### config.mk
export PLATFORM = sky130hd
export DESIGN_NAME = array_linked_list_table_core_flat
export DESIGN_NICKNAME = d
export VERILOG_FILES = /design/src/hdl/allt_pkg.sv /design/src/hdl/allt_cmd_if.sv /design/src/hdl/allt_rsp_if.sv /design/src/hdl/array_linked_list_table_core.sv /design/src/hdl/allt_cell.sv /design/src/flat_wrapper.sv
export SDC_FILE = /design/constraint.sdc
export NUM_CORES = 2
export LEC_CHECK = 0
export ABC_AREA = 0
export BUFFER_PORTS_ARGS = -buffer_cell sky130_fd_sc_hd__buf_2
export CORE_MARGIN = 1
export CORE_UTILIZATION = 55
export CTS_CLUSTER_DIAMETER = 30
export DETAILED_ROUTE_END_ITERATION = 6
export PLACE_DENSITY = 0.78
export SLEW_MARGIN = 5
export SYNTH_ARGS = -nofsm -noshare
export SYNTH_HDL_FRONTEND = slang
export SYNTH_HIERARCHICAL = 1
export SYNTH_SLANG_ARGS = --single-unit
### constraint.sdc
create_clock -name clk -period 6.55 [get_ports clk]
set_input_delay 0.3275 -clock clk [delete_from_list [all_inputs] [get_ports clk]]
set_output_delay 0.3275 -clock clk [all_outputs]
set_load 0.02 [all_outputs]
### src/hdl/allt_pkg.sv
// Package for the linked list table: field widths, operation codes and cell types.
package allt_pkg;

  localparam int SLOTS_DEF = 16;

  localparam int FUNC_W = 2;
  localparam int KEY_W  = 32;
  localparam int TAG_W  = 64;

  localparam logic [FUNC_W-1:0] FUNC_ADD  = 2'd0;
  localparam logic [FUNC_W-1:0] FUNC_DEL  = 2'd1;
  localparam logic [FUNC_W-1:0] FUNC_FIND = 2'd2;

  // One stored list entry, held by one cell
  typedef struct packed {
    logic             valid;
    logic [KEY_W-1:0] key;
    logic [TAG_W-1:0] tag;
  } entry_t;

  // Command token that walks the chain, one cell per cycle
  typedef struct packed {
    logic              active;
    logic [FUNC_W-1:0] func;
    logic [KEY_W-1:0]  key;
    logic [TAG_W-1:0]  tag;
    logic              hit;    // add placed, delete removed, or find matched
    logic              shift;  // delete done upstream, compacting the tail
  } tok_t;

endpackage

### src/hdl/allt_cmd_if.sv
// Command channel: operation, key and tag with valid/ready handshake.
interface allt_cmd_if;
  import allt_pkg::*;

  logic              valid;
  logic              ready;
  logic [FUNC_W-1:0] func;
  logic [KEY_W-1:0]  key;
  logic [TAG_W-1:0]  tag;

  modport source (output valid, func, key, tag, input ready);
  modport sink   (input valid, func, key, tag, output ready);
endinterface

### src/hdl/allt_rsp_if.sv
// Result channel: success and list-empty flags with valid/ready handshake.
interface allt_rsp_if;
  logic valid;
  logic ready;
  logic success;
  logic list_empty;

  modport source (output valid, success, list_empty, input ready);
  modport sink   (input valid, success, list_empty, output ready);
endinterface

### src/hdl/array_linked_list_table_core.sv
// An accepted command is registered as the head token, passes each cell's token register and
// then loads the result register; the token visits SLOTS-1 cells, one command at a time.
// The list is kept compacted in cell order, so cell order is list order from the head.
// Reset clears every cell's valid bit: the list is empty and all slots free.
// No clearing pass; commands are accepted in the first cycle after reset.
// Top level: command sequencer, chain of list cells and result register.
module array_linked_list_table_core #(
  parameter int SLOTS = allt_pkg::SLOTS_DEF
) (
  input logic       clk,
  input logic       rst,
  allt_cmd_if.sink   cmd,
  allt_rsp_if.source rsp
);
  import allt_pkg::*;

  localparam int CELLS = SLOTS - 1;

  tok_t   tok  [CELLS+1];
  entry_t ent  [CELLS];
  logic   pull [CELLS];

  tok_t tok_head;
  logic inflight;
  logic accept;

  assign cmd.ready = !inflight && (!rsp.valid || rsp.ready);
  assign accept    = cmd.valid && cmd.ready;

  // Token injection at the head of the chain
  always_ff @(posedge clk) begin
    if (rst) begin
      tok_head <= '0;
    end else if (accept) begin
      tok_head.active <= 1'b1;
      tok_head.func   <= cmd.func;
      tok_head.key    <= cmd.key;
      tok_head.tag    <= cmd.tag;
      tok_head.hit    <= 1'b0;
      tok_head.shift  <= 1'b0;
    end else begin
      tok_head.active <= 1'b0;
    end
  end

  assign tok[0] = tok_head;

  // Cell chain
  for (genvar k = 0; k < CELLS; k++) begin : g_cell
    entry_t r_ent;
    logic   r_pull;
    if (k < CELLS - 1) begin : g_mid
      assign r_ent  = ent[k+1];
      assign r_pull = pull[k+1];
    end else begin : g_last
      assign r_ent  = '0;
      assign r_pull = 1'b0;
    end
    allt_cell u_cell (
      .clk        (clk),
      .rst        (rst),
      .tok_in     (tok[k]),
      .tok_out    (tok[k+1]),
      .right_ent  (r_ent),
      .right_pull (r_pull),
      .ent        (ent[k]),
      .pull       (pull[k])
    );
  end

  // Busy flag and result register
  always_ff @(posedge clk) begin
    if (rst) begin
      inflight  <= 1'b0;
      rsp.valid <= 1'b0;
    end else begin
      if (accept) begin
        inflight <= 1'b1;
      end else if (tok[CELLS].active) begin
        inflight <= 1'b0;
      end
      if (tok[CELLS].active) begin
        rsp.valid      <= 1'b1;
        rsp.success    <= tok[CELLS].hit;
        rsp.list_empty <= !ent[0].valid;
      end else if (rsp.ready) begin
        rsp.valid <= 1'b0;
      end
    end
  end
endmodule

### src/hdl/allt_cell.sv
// One list cell: holds one entry and acts on the command token passing through.
module allt_cell (
  input  logic            clk,
  input  logic            rst,
  input  allt_pkg::tok_t   tok_in,
  output allt_pkg::tok_t   tok_out,
  input  allt_pkg::entry_t right_ent,
  input  logic            right_pull,
  output allt_pkg::entry_t ent,
  output logic            pull
);
  import allt_pkg::*;

  tok_t tok_next;
  logic match;
  logic store;
  logic clear;

  assign match = ent.valid && (ent.key == tok_in.key);

  // Token action at this cell
  always_comb begin
    tok_next = tok_in;
    store    = 1'b0;
    clear    = 1'b0;
    pull     = 1'b0;
    if (tok_in.active) begin
      case (tok_in.func)
        FUNC_ADD: begin
          // entries form a prefix, so the first empty cell is the tail
          if (!tok_in.hit && !ent.valid) begin
            store        = 1'b1;
            tok_next.hit = 1'b1;
          end
        end
        FUNC_DEL: begin
          if (tok_in.shift) begin
            // move this entry one cell toward the head
            pull  = 1'b1;
            clear = 1'b1;
          end else if (!tok_in.hit && match) begin
            clear          = 1'b1;
            tok_next.hit   = 1'b1;
            tok_next.shift = 1'b1;
          end
        end
        FUNC_FIND: begin
          if (match) begin
            tok_next.hit = 1'b1;
          end
        end
        default: ;
      endcase
    end
  end

  // Entry storage and token hand-off
  always_ff @(posedge clk) begin
    if (rst) begin
      ent.valid <= 1'b0;
      tok_out   <= '0;
    end else begin
      if (right_pull) begin
        ent <= right_ent;
      end else if (store) begin
        ent.valid <= 1'b1;
        ent.key   <= tok_in.key;
        ent.tag   <= tok_in.tag;
      end else if (clear) begin
        ent.valid <= 1'b0;
      end
      tok_out <= tok_next;
    end
  end
endmodule
### src/flat_wrapper.sv
// flat-port wrapper written by rule: the top's interface ports become plain ports
module array_linked_list_table_core_flat import allt_pkg::*;
#(
  parameter int SLOTS = allt_pkg::SLOTS_DEF
)
  (clk, rst, cmd_valid, cmd_func, cmd_key, cmd_tag, cmd_ready, rsp_valid, rsp_success, rsp_list_empty, rsp_ready);
  allt_cmd_if cmd_i ();
  allt_rsp_if rsp_i ();
  input logic clk;
  input logic rst;
  input wire logic [$bits(cmd_i.valid)-1:0] cmd_valid;
  input wire logic [$bits(cmd_i.func)-1:0] cmd_func;
  input wire logic [$bits(cmd_i.key)-1:0] cmd_key;
  input wire logic [$bits(cmd_i.tag)-1:0] cmd_tag;
  output wire logic [$bits(cmd_i.ready)-1:0] cmd_ready;
  output wire logic [$bits(rsp_i.valid)-1:0] rsp_valid;
  output wire logic [$bits(rsp_i.success)-1:0] rsp_success;
  output wire logic [$bits(rsp_i.list_empty)-1:0] rsp_list_empty;
  input wire logic [$bits(rsp_i.ready)-1:0] rsp_ready;
  assign cmd_i.valid = cmd_valid;
  assign cmd_i.func = cmd_func;
  assign cmd_i.key = cmd_key;
  assign cmd_i.tag = cmd_tag;
  assign cmd_ready = cmd_i.ready;
  assign rsp_valid = rsp_i.valid;
  assign rsp_success = rsp_i.success;
  assign rsp_list_empty = rsp_i.list_empty;
  assign rsp_i.ready = rsp_ready;
  array_linked_list_table_core #(.SLOTS(SLOTS)) u_core (.clk(clk), .rst(rst), .cmd(cmd_i), .rsp(rsp_i));
endmodule
==> flow_summary.json <==
{
  "required_ns": 7.15,
  "p_per_area_mw_per_mm2": 320,
  "worstReg2RegStart": "u_core/g_cell[6].u_cell/ent[72]$_DFFE_PP_",
  "syn_area_per_cell_sq_um": 12.6,
  "cp-start-kind": "register",
  "ctsHtreeMaxLevel": 4,
  "rsz0062_at_grt": "false",
  "hold_viol_final": 0,
  "violations": "DRC",
  "grt.overflow.total": 0,
  "dp_hpwl_microns": 52500,
  "cp.arrival_ns": 2.85,
  "syn_inst": 3424,
  "hold_slack_ns": 0.104,
  "skew_ns": 0.0261,
  "seqPwrFrac_pct": 43.6,
  "io-pin-count": 106,
  "p_leak_nw": 19.8,
  "nets": 3644,
  "clk_pin_slew_ns": 0.05,
  "fmax_ghz": 0.445,
  "clkLatencyLatePin_ns": 0.73,
  "ys_warn_count": 6,
  "pre_cts_slack_ns": 4.23,
  "min_period_over_period_pct": 34.3,
  "syn-cell-area_sq_mm": 0.0430,
  "ant_nets": 0,
  "critPathKind": "reg2reg",
  "numCtsBuffers": 156,
  "core_area_sq_mm": 0.0775,
  "p_int_mw": 12.7,
  "gp_congestion": 0.830,
  "fp.dieH_microns": 282,
  "endpoint_kind": "register",
  "setup_violations": 0,
  "cts-root-buf": "clkbuf_16",
  "drtIter0Drc": 1608,
  "grt_pass1_vias": 24973,
  "cts.sinks": 1054,
  "r2r_cells": 6,
  "num_antenna_cells": 0,
  "r2r_end": "u_core/g_cell[6].u_cell/ent[96]$_SDFFE_PP0P_",
  "dpl_cell_area_sq_mm": 0.0441,
  "cts_tree": "yes",
  "crit_fanout": 2,
  "die_area_sq_mm": 0.0793,
  "p_comb_share_pct": 1.7,
  "period_minus_slack_ns": 2.25,
  "area_growth_pct": 16.4,
  "place.port_buffers": 41,
  "die_w_microns": 282,
  "min_path_cells": 2,
  "routed_wl_microns": 83000,
  "clkPwrFrac_pct": 54.8,
  "hold_path.class": "in2reg",
  "grt_max_degree": 161,
  "power_mw": 16.0,
  "whs_endpoint": "u_core/g_cell[4].u_cell/tok_out[97]$_SDFF_PP0_",
  "postCtsSetupBuffers": 0,
  "layout.cells.non_filler": 4716,
  "p_switching_mw": 3.32,
  "swShare_pct": 20.8,
  "ff2ff_setup_slack_ns": 4.30,
  "drive_gt1_share_pct": 23.0,
  "antenna_found_initial": 0,
  "via_count": 24657,
  "drv_slew": 0,
  "outcome": "complete, but fails checks",
  "setup_ws_ns": 4.30,
  "final_area_sq_mm": 0.0501,
  "grt_pass1_wl_microns": 132000,
  "finalSetupTns_ns": 0,
  "placement_rows": 102,
  "ir_worst_vdd_v": 0.000392,
  "hold_path.startpoint": "rst",
  "tightest_slew_ns": 0.843,
  "maxCapViolCount": 0,
  "dp.cells": 4389,
  "grt_usage_pct": 20.9,
  "drt-vias-per-instance": 5.23,
  "relSlewSlack_pct": 43.8,
  "drc": 3,
  "utilization_pct": 64.6,
  "firstDrtPassIters": 7,
  "wl_per_cell_microns": 17.6,
  "start_util_pct": 55.5,
  "cts_max_path_buffers": 3
}
## placed cells by master, fill, tap and decap left out, types with 40 or more instances in the layout
cell and instances:
a21oi_1 64, buf_2 40, clkbuf_16 166, conb_1 40
dfxtp_1 572, edfxtp_1 482, inv_1 149, mux2_2 450
nand2_1 45, nand3_1 94, nor2_1 92, nor2b_1 496
nor4_1 75, o21ai_0 60, o22ai_1 45, xnor2_1 60
xor2_1 315
## flip-flops by register name (all words and copies together) (netlist names)
name / count
u_core/g_cell.u_cell/tok_out: 520
u_core/g_cell.u_cell/ent: 495
u_core/tok: 35
u_core/inflight: 1
u_core/rsp.list_empty: 1
u_core/rsp.success: 1
u_core/rsp.valid: 1
## layout make-up
class                   instances  area, sq um
well taps                    1040         1300
fillers                      5544        27400
inverters                     149          559
clock buffers                 195         4370
repair buffers                113          868
clock inverters                97         1250
flip-flops and latches       1054        25900
multi-input cells            2068        15800
## worst max path at each step
stage | slack (ns) | cells after the start | start | to
after floorplan | 3.91 | 6 | u_core/g_cell[0].u_cell/tok_out[100]$_SDFF_PP0_ | u_core/g_cell[0].u_cell/ent[64]$_DFFE_PP_
after global placement | 4.24 | 4 | rst | u_core/g_cell[13].u_cell/ent[72]$_DFFE_PP_
after detailed placement | 4.23 | 4 | rst | u_core/g_cell[14].u_cell/ent[73]$_DFFE_PP_
after CTS | 4.31 | 6 | u_core/tok[1589]$_SDFFE_PP0P_ | u_core/g_cell[0].u_cell/ent[96]$_SDFFE_PP0P_
after global routing | 4.12 | 7 | u_core/g_cell[13].u_cell/tok_out[100]$_SDFF_PP0_ | u_core/g_cell[13].u_cell/ent[67]$_DFFE_PP_
final | 4.30 | 6 | u_core/g_cell[6].u_cell/ent[72]$_DFFE_PP_ | u_core/g_cell[6].u_cell/ent[96]$_SDFFE_PP0P_
## worst max-delay path: stages, from the launching register on
cell      delay, ns
edfxtp_1       0.42
xor2_1         0.17
nor4_1         0.40
nand3_1        0.22
nor3_2         0.49
nand3_1        0.18
a41o_1         0.27
## power by group through the flow
stage | Sequential [mW] | Combinational (mW) | Clock (mW)
2_1_floorplan | 7.07 | 0.197 | 0
3_3_place_gp | 7.10 | 0.237 | 0
3_5_place_dp | 7.10 | 0.243 | 0
4_1_cts | 6.97 | 0.261 | 8.90
5_1_grt | 6.97 | 0.291 | 9.21
6_report | 6.97 | 0.266 | 8.77
## routing by layer
| metal | GRT usage, % | vias up | share of wire, % |
|---|---|---|---|
| met5 | 0 | - | 0 |
| met3 | 3.45 | 175 | 3.8 |
| li1 | - | 12175 | - |
| met1 | 26.7 | 11787 | 44 |
| met4 | 11.2 | 0 | 4.6 |
| met2 | 34.2 | 520 | 47 |
## what timing repair did
action / CTS / global route
resized for setup: 0 / 0
hold buffers: 35 / 0
hold endpoints to repair: 36 / 0
(Power assumes the default switching activity.)
